## config.mk

```make
export PLATFORM = sky130hd
export DESIGN_NAME = ipv4_header_validator
export DESIGN_NICKNAME = d
export VERILOG_FILES = /design/src/hw/rtl/ipv4hv_pkg.sv /design/src/hw/rtl/ipv4hv_core.sv /design/src/hw/rtl/ipv4_header_validator.sv
export SDC_FILE = /design/constraint.sdc
export NUM_CORES = 1
export LEC_CHECK = 0
export ABC_AREA = 1
export BUFFER_PORTS_ARGS = -buffer_cell sky130_fd_sc_hd__buf_4
export CAP_MARGIN = 20
export CORE_AREA = 5 5 148 150
export DETAILED_ROUTE_END_ITERATION = 8
export DIE_AREA = 0 0 153 155
export PLACE_DENSITY = 0.75
export SLEW_MARGIN = 25
export SYNTH_ARGS = -nofsm -noshare
export SYNTH_HDL_FRONTEND = slang
export SYNTH_SLANG_ARGS = --single-unit
export TNS_END_PERCENT = 5
```

## constraint.sdc

```tcl
create_clock -name i_clk -period 7.6 [get_ports i_clk]
set_clock_uncertainty 0.1 [all_clocks]
set_input_delay 0.76 -clock i_clk [delete_from_list [all_inputs] [get_ports i_clk]]
set_output_delay 0.76 -clock i_clk [all_outputs]
set_load 0.02 [all_outputs]
```

## src/hw/rtl/ipv4hv_pkg.sv

```systemverilog
// shared types, codes and helpers for the ipv4 header validator
package ipv4hv_pkg;

    // verdict codes
    typedef enum logic [3:0] {
        ST_OK          = 4'd0,
        ST_SHORT       = 4'd1,
        ST_VERSION     = 4'd2,
        ST_IHL         = 4'd3,
        ST_HDR_PAST    = 4'd4,
        ST_LENGTH      = 4'd5,
        ST_CHECKSUM    = 4'd6,
        ST_FRAGMENT    = 4'd7,
        ST_NOT_OURS    = 4'd8
    } t_status;

    // configuration register indexes
    typedef enum logic {
        REG_LOCAL_ADDR = 1'b0,
        REG_TRUST_HW   = 1'b1
    } t_reg_index;

    // header word positions of the fields we keep
    localparam logic [4:0] IDX_TOTAL_LEN = 5'd1;
    localparam logic [4:0] IDX_FRAG      = 5'd3;
    localparam logic [4:0] IDX_PROTO     = 5'd4;
    localparam logic [4:0] IDX_DST_HI    = 5'd8;
    localparam logic [4:0] IDX_DST_LO    = 5'd9;

    localparam logic [3:0]  IPV4_VERSION = 4'd4;
    localparam logic [3:0]  IHL_MIN      = 4'd5;
    localparam logic [15:0] MIN_FRAME    = 16'd20;
    localparam logic [15:0] MF_FLAG      = 16'h2000;
    localparam logic [15:0] OFFSET_MASK  = 16'h1FFF;
    localparam logic [15:0] SUM_GOOD     = 16'hFFFF;

    // one verdict from the checking core
    typedef struct packed {
        logic       valid;
        t_status    status;
        logic [7:0] protocol;
        logic [5:0] header_bytes;
    } t_result;

    // ones' complement add with end-around carry
    function automatic logic [15:0] oc_add(input logic [15:0] a, input logic [15:0] b);
        logic [16:0] s;
        logic [16:0] f;
        s = {1'b0, a} + {1'b0, b};
        f = {1'b0, s[15:0]} + {16'd0, s[16]};
        return f[15:0];
    endfunction

endpackage

```

## src/hw/rtl/ipv4hv_core.sv

```systemverilog
// header collection state and verdict logic, one word per advance
module ipv4hv_core (
    input  logic                 i_clk,
    input  logic                 i_rst_n,
    input  logic                 i_advance,
    input  logic [15:0]          i_header_word,
    input  logic                 i_first_word,
    input  logic [15:0]          i_frame_bytes,
    input  logic                 i_hw_checksum_good,
    input  logic [31:0]          i_local_address,
    input  logic                 i_trust_hw_checksum,
    output ipv4hv_pkg::t_result  o_result
);

    logic [4:0]  r_word_index,   n_word_index;
    logic [4:0]  r_header_words, n_header_words;
    logic [15:0] r_running_sum,  n_running_sum;
    logic [15:0] r_total_length, n_total_length;
    logic [15:0] r_fragment,     n_fragment;
    logic [7:0]  r_protocol,     n_protocol;
    logic [31:0] r_destination,  n_destination;
    logic [15:0] r_frame_length, n_frame_length;
    logic        r_hw_good,      n_hw_good;
    logic        r_active,       n_active;

    logic [3:0]  ihl;
    logic        last_word;

    assign ihl       = i_header_word[11:8];
    assign last_word = ({1'b0, r_word_index} + 6'd1) >= {1'b0, r_header_words};

    // next state and verdict for the word at the input register
    always_comb begin
        n_word_index   = r_word_index;
        n_header_words = r_header_words;
        n_running_sum  = r_running_sum;
        n_total_length = r_total_length;
        n_fragment     = r_fragment;
        n_protocol     = r_protocol;
        n_destination  = r_destination;
        n_frame_length = r_frame_length;
        n_hw_good      = r_hw_good;
        n_active       = r_active;
        o_result       = '{valid: 1'b0, status: ipv4hv_pkg::ST_OK,
                           protocol: 8'd0, header_bytes: 6'd0};

        if (i_first_word) begin
            n_frame_length = i_frame_bytes;
            n_hw_good      = i_hw_checksum_good;
            n_active       = 1'b0;
            o_result.valid = 1'b1;
            if (i_frame_bytes < ipv4hv_pkg::MIN_FRAME) begin
                o_result.status = ipv4hv_pkg::ST_SHORT;
            end else if (i_header_word[15:12] != ipv4hv_pkg::IPV4_VERSION) begin
                o_result.status = ipv4hv_pkg::ST_VERSION;
            end else if (ihl < ipv4hv_pkg::IHL_MIN) begin
                o_result.status = ipv4hv_pkg::ST_IHL;
            end else if ({10'd0, ihl, 2'b00} > i_frame_bytes) begin
                o_result.status = ipv4hv_pkg::ST_HDR_PAST;
            end else begin
                // first-word checks pass, start collecting
                o_result.valid = 1'b0;
                n_header_words = {ihl, 1'b0};
                n_word_index   = 5'd1;
                n_running_sum  = i_header_word;
                n_total_length = 16'd0;
                n_fragment     = 16'd0;
                n_protocol     = 8'd0;
                n_destination  = 32'd0;
                n_active       = 1'b1;
            end
        end else if (r_active) begin
            n_running_sum = ipv4hv_pkg::oc_add(r_running_sum, i_header_word);
            case (r_word_index)
                ipv4hv_pkg::IDX_TOTAL_LEN: n_total_length = i_header_word;
                ipv4hv_pkg::IDX_FRAG:      n_fragment     = i_header_word;
                ipv4hv_pkg::IDX_PROTO:     n_protocol     = i_header_word[7:0];
                ipv4hv_pkg::IDX_DST_HI:    n_destination[31:16] = i_header_word;
                ipv4hv_pkg::IDX_DST_LO:    n_destination[15:0]  = i_header_word;
                default: ;
            endcase

            if (!last_word) begin
                n_word_index = r_word_index + 5'd1;
            end else begin
                // final verdict uses the values updated by this word
                n_active       = 1'b0;
                o_result.valid = 1'b1;
                if (n_total_length > r_frame_length) begin
                    o_result.status = ipv4hv_pkg::ST_LENGTH;
                end else if (!(i_trust_hw_checksum && r_hw_good)
                             && n_running_sum != ipv4hv_pkg::SUM_GOOD) begin
                    o_result.status = ipv4hv_pkg::ST_CHECKSUM;
                end else if ((n_fragment & (ipv4hv_pkg::MF_FLAG
                                            | ipv4hv_pkg::OFFSET_MASK)) != 16'd0) begin
                    o_result.status = ipv4hv_pkg::ST_FRAGMENT;
                end else if (i_local_address != 32'd0
                             && n_destination != i_local_address) begin
                    o_result.status = ipv4hv_pkg::ST_NOT_OURS;
                end else begin
                    o_result.protocol     = n_protocol;
                    o_result.header_bytes = {r_header_words, 1'b0};
                end
            end
        end
    end

    // collection state, updated only when the word moves on
    always_ff @(posedge i_clk) begin
        if (!i_rst_n) begin
            r_active <= 1'b0;
        end else if (i_advance) begin
            r_active <= n_active;
        end
        if (i_advance) begin
            r_word_index   <= n_word_index;
            r_header_words <= n_header_words;
            r_running_sum  <= n_running_sum;
            r_total_length <= n_total_length;
            r_fragment     <= n_fragment;
            r_protocol     <= n_protocol;
            r_destination  <= n_destination;
            r_frame_length <= n_frame_length;
            r_hw_good      <= n_hw_good;
        end
    end

endmodule

```

## src/hw/rtl/ipv4_header_validator.sv

```systemverilog
// top level of the ipv4 header validator: stream ports, registers, config port
//
// Header words enter on the slave stream, one 16-bit word per transaction,
// with tuser[0] marking the first word of a header; frame length and the
// hardware checksum flag ride along and are sampled on that first word.
// One verdict per header leaves on the master stream: on the first word
// when an early check fails, otherwise on the last header word (IHL*2).
// Stray words before a first word and abandoned headers give no verdict.
// A word is taken into an input register, checked by the core and its
// verdict, if any, lands in an output register. One word is accepted
// every cycle while the receiver does not stall; the limit is the
// one-word checksum add and compare path between the two registers.
// When the receiver stalls the verdict holds in the output register; the
// input register still takes one more word, after which tready falls.
// Reset clears both valid flags and the collection state; registers
// local_address (0x0) and trust_hw_checksum (0x4) reset to zero; the user
// writes them over APB only while the block is idle (not enforced here).
module ipv4_header_validator (
    input  logic        i_clk,
    input  logic        i_rst_n,
    // slave stream
    input  logic        i_s_axis_tvalid,
    output logic        o_s_axis_tready,
    input  logic [31:0] i_s_axis_tdata,   // header_word[15:0], frame_bytes[31:16]
    input  logic [1:0]  i_s_axis_tuser,   // first_word[0], hw_checksum_good[1]
    // master stream
    output logic        o_m_axis_tvalid,
    input  logic        i_m_axis_tready,
    output logic [23:0] o_m_axis_tdata,   // status[3:0], protocol[11:4],
                                          // header_bytes[17:12], zero[23:18]
    // configuration port
    input  logic        i_psel,
    input  logic        i_penable,
    input  logic        i_pwrite,
    input  logic [2:0]  i_paddr,
    input  logic [31:0] i_pwdata,
    output logic [31:0] o_prdata,
    output logic        o_pready
);

    logic        r_in_valid;
    logic [15:0] r_header_word;
    logic        r_first_word;
    logic [15:0] r_frame_bytes;
    logic        r_hw_good;

    logic        r_out_valid;
    ipv4hv_pkg::t_status r_status;
    logic [7:0]  r_protocol;
    logic [5:0]  r_header_bytes;

    logic [31:0] r_local_address;
    logic        r_trust_hw;

    logic        advance;
    logic        cfg_write;
    ipv4hv_pkg::t_reg_index reg_sel;
    ipv4hv_pkg::t_result    result;

    // word moves from the input register when the output side has room
    assign advance         = r_in_valid && (!r_out_valid || i_m_axis_tready);
    assign o_s_axis_tready = !r_in_valid || advance;

    // input register
    always_ff @(posedge i_clk) begin
        if (!i_rst_n) begin
            r_in_valid <= 1'b0;
        end else if (o_s_axis_tready) begin
            r_in_valid <= i_s_axis_tvalid;
        end
        if (o_s_axis_tready && i_s_axis_tvalid) begin
            r_header_word <= i_s_axis_tdata[15:0];
            r_frame_bytes <= i_s_axis_tdata[31:16];
            r_first_word  <= i_s_axis_tuser[0];
            r_hw_good     <= i_s_axis_tuser[1];
        end
    end

    ipv4hv_core u_core (
        .i_clk               (i_clk),
        .i_rst_n             (i_rst_n),
        .i_advance           (advance),
        .i_header_word       (r_header_word),
        .i_first_word        (r_first_word),
        .i_frame_bytes       (r_frame_bytes),
        .i_hw_checksum_good  (r_hw_good),
        .i_local_address     (r_local_address),
        .i_trust_hw_checksum (r_trust_hw),
        .o_result            (result)
    );

    // output register
    always_ff @(posedge i_clk) begin
        if (!i_rst_n) begin
            r_out_valid <= 1'b0;
        end else if (advance) begin
            r_out_valid <= result.valid;
        end else if (i_m_axis_tready) begin
            r_out_valid <= 1'b0;
        end
        if (advance && result.valid) begin
            r_status       <= result.status;
            r_protocol     <= result.protocol;
            r_header_bytes <= result.header_bytes;
        end
    end

    assign o_m_axis_tvalid = r_out_valid;
    assign o_m_axis_tdata  = {6'd0, r_header_bytes, r_protocol, r_status};

    // configuration registers
    assign cfg_write = i_psel && i_penable && i_pwrite && o_pready;
    assign reg_sel   = ipv4hv_pkg::t_reg_index'(i_paddr[2]);
    assign o_pready  = 1'b1;

    always_ff @(posedge i_clk) begin
        if (!i_rst_n) begin
            r_local_address <= 32'd0;
            r_trust_hw      <= 1'b0;
        end else if (cfg_write) begin
            unique case (reg_sel)
                ipv4hv_pkg::REG_LOCAL_ADDR: r_local_address <= i_pwdata;
                ipv4hv_pkg::REG_TRUST_HW:   r_trust_hw      <= i_pwdata[0];
                default: ;
            endcase
        end
    end

    // register read-back
    always_comb begin
        unique case (reg_sel)
            ipv4hv_pkg::REG_LOCAL_ADDR: o_prdata = r_local_address;
            ipv4hv_pkg::REG_TRUST_HW:   o_prdata = {31'd0, r_trust_hw};
            default:                    o_prdata = 32'd0;
        endcase
    end

    // checks on the block's own logic
    a_reset_clears_out: assert property (@(posedge i_clk)
        !i_rst_n |=> !r_out_valid)
        else $error("output valid not cleared by reset");

    a_ready_when_empty: assert property (@(posedge i_clk) disable iff (!i_rst_n)
        !r_out_valid |-> o_s_axis_tready)
        else $error("input stalled with an empty output register");

    a_reject_zero_fields: assert property (@(posedge i_clk) disable iff (!i_rst_n)
        r_out_valid && r_status != ipv4hv_pkg::ST_OK
        |-> r_protocol == 8'd0 && r_header_bytes == 6'd0)
        else $error("rejected header carries protocol or length");

    a_ok_min_header: assert property (@(posedge i_clk) disable iff (!i_rst_n)
        r_out_valid && r_status == ipv4hv_pkg::ST_OK |-> r_header_bytes >= 6'd20)
        else $error("accepted header shorter than twenty bytes");

endmodule

```

==> flow_summary.toml <==
[status]
outcome = "finished clean"

[route]
dr.pass1.iters = 5
wl_mm = 26.73
ant_nets = 0
vias = 8903
routed_via_density = 5.312
drtIter0Drc = 823
wl_per_cell_um = 15.95
drc = 0

[finish]
final_util_pct = 62.19
syn2layout_area_growth_pct = 16.00
regArea_um2 = 5585
drive_above_1_share_pct = 15.13
antenna_cells = 0
fill_cells = 1771
multi_input_area_um2 = 4519
nets = 1510

[logic_synthesis]
synth_compound_area_share_pct = 7.925
ys_seq_elements = 198
yosysSeqAreaShare_pct = 50.68
synth_fa_ha_area_share_pct = 5.291
syn_area_per_cell_um2 = 8.637
synth_area_um2 = 11020
synthMuxAreaShare_pct = 1.998
synth_xor_area_share_pct = 2.623
ys_warn_count = 0
syn_inst = 1276
synth_edf_count = 162
ys_types = 45
synth_simple_gate_area_share_pct = 22.72
yosys-top-cells-area = "edfxtp_1 (44%), nand2_1 (8.4%), dfxtp_1 (6.5%)"
yosys.area.top_type_share_pct = 44.14
yosys-top-cells-count = "nand2_1 (246), inv_1 (186), nor2_1 (176), edfxtp_1 (162), o21ai_0 (84)"
yosys.cell_count.top_type = "nand2_1"
synth_ff_type = "edfxtp_1"
async_reset_ff_share_pct = 0
synth_top_area_cell = "edfxtp_1"
synth_top_family_by_area = "simple AND/OR/NAND/NOR gates"

[power_and_ir_drop]
sw_frac_of_total_pct = 28.22
pwr-share-clk_pct = 38.4
seq_power_share_pct = 50.0
power.density_nw_per_um2 = 192.2
pwr-share-comb_pct = 11.6
power_uw = 2457
netSwitchingPower_uw = 693.3
power.leakage_uw = 0.005871
ir_drop_mv = 0.1648
internal-power_uw = 1764

[clock_tree]
htree_levels = 4
post_cts_buffers = 0
ctsResizeCount = 0
clk-insertion-delay-late_ns = 0.45
cts_made_buffers = 17
clock-sinks = 198
clk_pin_slew_worst_paths_ns = 0.08
cts_buffer_depth = 2
cts_tree = "yes"
cts_hold_buf = 0
cts_root_buffer = "clkbuf_16"

[timing]
hold_ws_ns = 0.3375
finalHoldViolations = 0
finalSetupViolations = 0
fin_tns_setup_ns = 0
report.final.slew_viol_count = 0
fin_ws_ns = 2.845
max_slew_margin_pct = 29.32
grt_setup_unrepaired = "no"
period_share_pct = 62.56
max_freq_mhz = 210.3
fin_crit_ns = 4.755
worstMarginPinSlew_ns = 1.060

[floorplan]
rows = 53
die_area_um2 = 23720
ios = 135
die_x_um = 153
initial_core_util_pct = 53.61
fp.dieH_um = 155
core_um2 = 20560

[global_route]
grt_max_degree = 100
antenna_found_initial = 0
grt_pass1_wl_mm = 41.95
globalRouteTotalUtil_pct = 22.30
grt_pass1_vias = 8252
grt_overflow_total = 0

[critical_path]
r2r_cells = 28
cp_data_arrival_time_ns = 4.95
worstPathMaxFanout = 12
path_delay_family = "simple AND/OR/NAND/NOR gates"
critPathSlowestCell = "edfxtp_1"
cp.depth = 28
crit_type = "reg2reg"
cp_common_cell = "nand2_1"
cp_num_buf_inv = 3
start_kind = "flip-flop"
cp-end-kind = "flip-flop"
required_ns = 7.80
slowest_delay_ns = 0.56

[placed_design]
gp_congestion = 0.9128
numPortBuffers = 123
dp_slack_ns = 2.882
dp_hpwl_mm = 19.25

[hold_path]
hp-class = "reg2reg"
min_path_cells = 0

[run]
drv_cap = 0
## cells in the final DEF, fill, tap and decap left out, types with 2 or more instances in the layout
| cell | synthesis | routed |
|---|---|---|
| a21o_1 | 2 | 2 |
| a21oi_1 | 64 | 63 |
| a21oi_2 | 3 | 3 |
| a31oi_1 | 2 | 2 |
| buf_4 | 11 | 132 |
| clkbuf_16 | 0 | 17 |
| clkinv_8 | 0 | 5 |
| conb_1 | 2 | 9 |
| dfxtp_1 | 36 | 36 |
| edfxtp_1 | 162 | 162 |
| ha_1 | 45 | 45 |
| inv_1 | 186 | 186 |
| inv_12 | 0 | 3 |
| inv_2 | 4 | 4 |
| inv_6 | 0 | 2 |
| inv_8 | 0 | 4 |
| mux2i_1 | 22 | 22 |
| nand2_1 | 246 | 244 |
| nand2_2 | 13 | 15 |
| nand3_1 | 61 | 61 |
| nand3_2 | 2 | 2 |
| nand3b_1 | 4 | 4 |
| nand4_1 | 24 | 24 |
| nor2_1 | 176 | 176 |
| nor2_2 | 14 | 14 |
| nor2_4 | 5 | 5 |
| nor3_1 | 8 | 8 |
| nor4_1 | 13 | 13 |
| o21a_1 | 2 | 2 |
| o21ai_0 | 84 | 84 |
| o21ai_1 | 2 | 2 |
| or2_2 | 2 | 2 |
| xor2_1 | 33 | 33 |
## logic make-up after synthesis
logic type / count (synthesis)
xor+xnor: 33
flops: 198
simple gates: 572
fa+ha+maj: 46
compound gates: 166
buf+inv: 237
other cells: 2
mux: 22
## power by group through the flow
stage	Combinational [uW]	Sequential, uW	Clock (uW)
floorplan	189	1250	0
finish	286	1230	943
detailed placement	282	1250	0
global placement	275	1250	0
CTS	284	1230	950
global route	320	1230	996
## worst register-to-register path: cells and delay by family (launching register included)
kind	cells	cell delay, ns
adder cells (fa/ha/maj)	4	1.09
AND/OR/NAND/NOR	18	2.22
flip-flops	1	0.56
buffers and inverters	3	0.25
AO/OA/AOI/OAI	3	0.42
## sequential cells by signal, summed over array words and instances (netlist names), 14 cells and up
signal	cells
r_frame_bytes	16
r_header_word	16
r_local_address	32
u_core.r_destination	32
u_core.r_fragment	14
u_core.r_frame_length	16
u_core.r_running_sum	16
u_core.r_total_length	16
## through the flow
stage | area (um2) | std cells
finish | 12780 | 1676
global route | 12780 | 1676
CTS | 12780 | 1676
detailed placement | 12150 | 1644
global placement | 12150 | 1644
floorplan | 11050 | 1283
## final cells by class
cell class / instances / area share, %
multi-input cells: 848 / 35.35
clock buffers: 17 / 3.328
repair buffers: 132 / 7.752
clock inverters: 15 / 1.576
inverters: 191 / 5.608
well taps: 275 / 2.692
flip-flops and latches: 198 / 43.69
## final timing paths
path / startpoint / endpoint / slack, ns
worst min register to register: r_hw_good / u_core.r_hw_good / 0.34
worst max register to register: r_header_word[0] / r_protocol[0] / 2.85
worst max-delay path: r_header_word[0] / r_protocol[0] / 2.85
worst min-delay path: r_hw_good / u_core.r_hw_good / 0.34
## routing by layer
layer  up-vias  share of wire, %  routed length (um)  global-route usage (%)
li1       4405                 -                   -                       -
met1      4138                45               11900                   30.80
met2       322                46               12190                   35.89
met3        38               7.9                2118                   4.784
met4         0               1.9                 517                   6.406
met5         -                 0                   0                       0
Note: power is estimated with default switching activity, not from simulation.
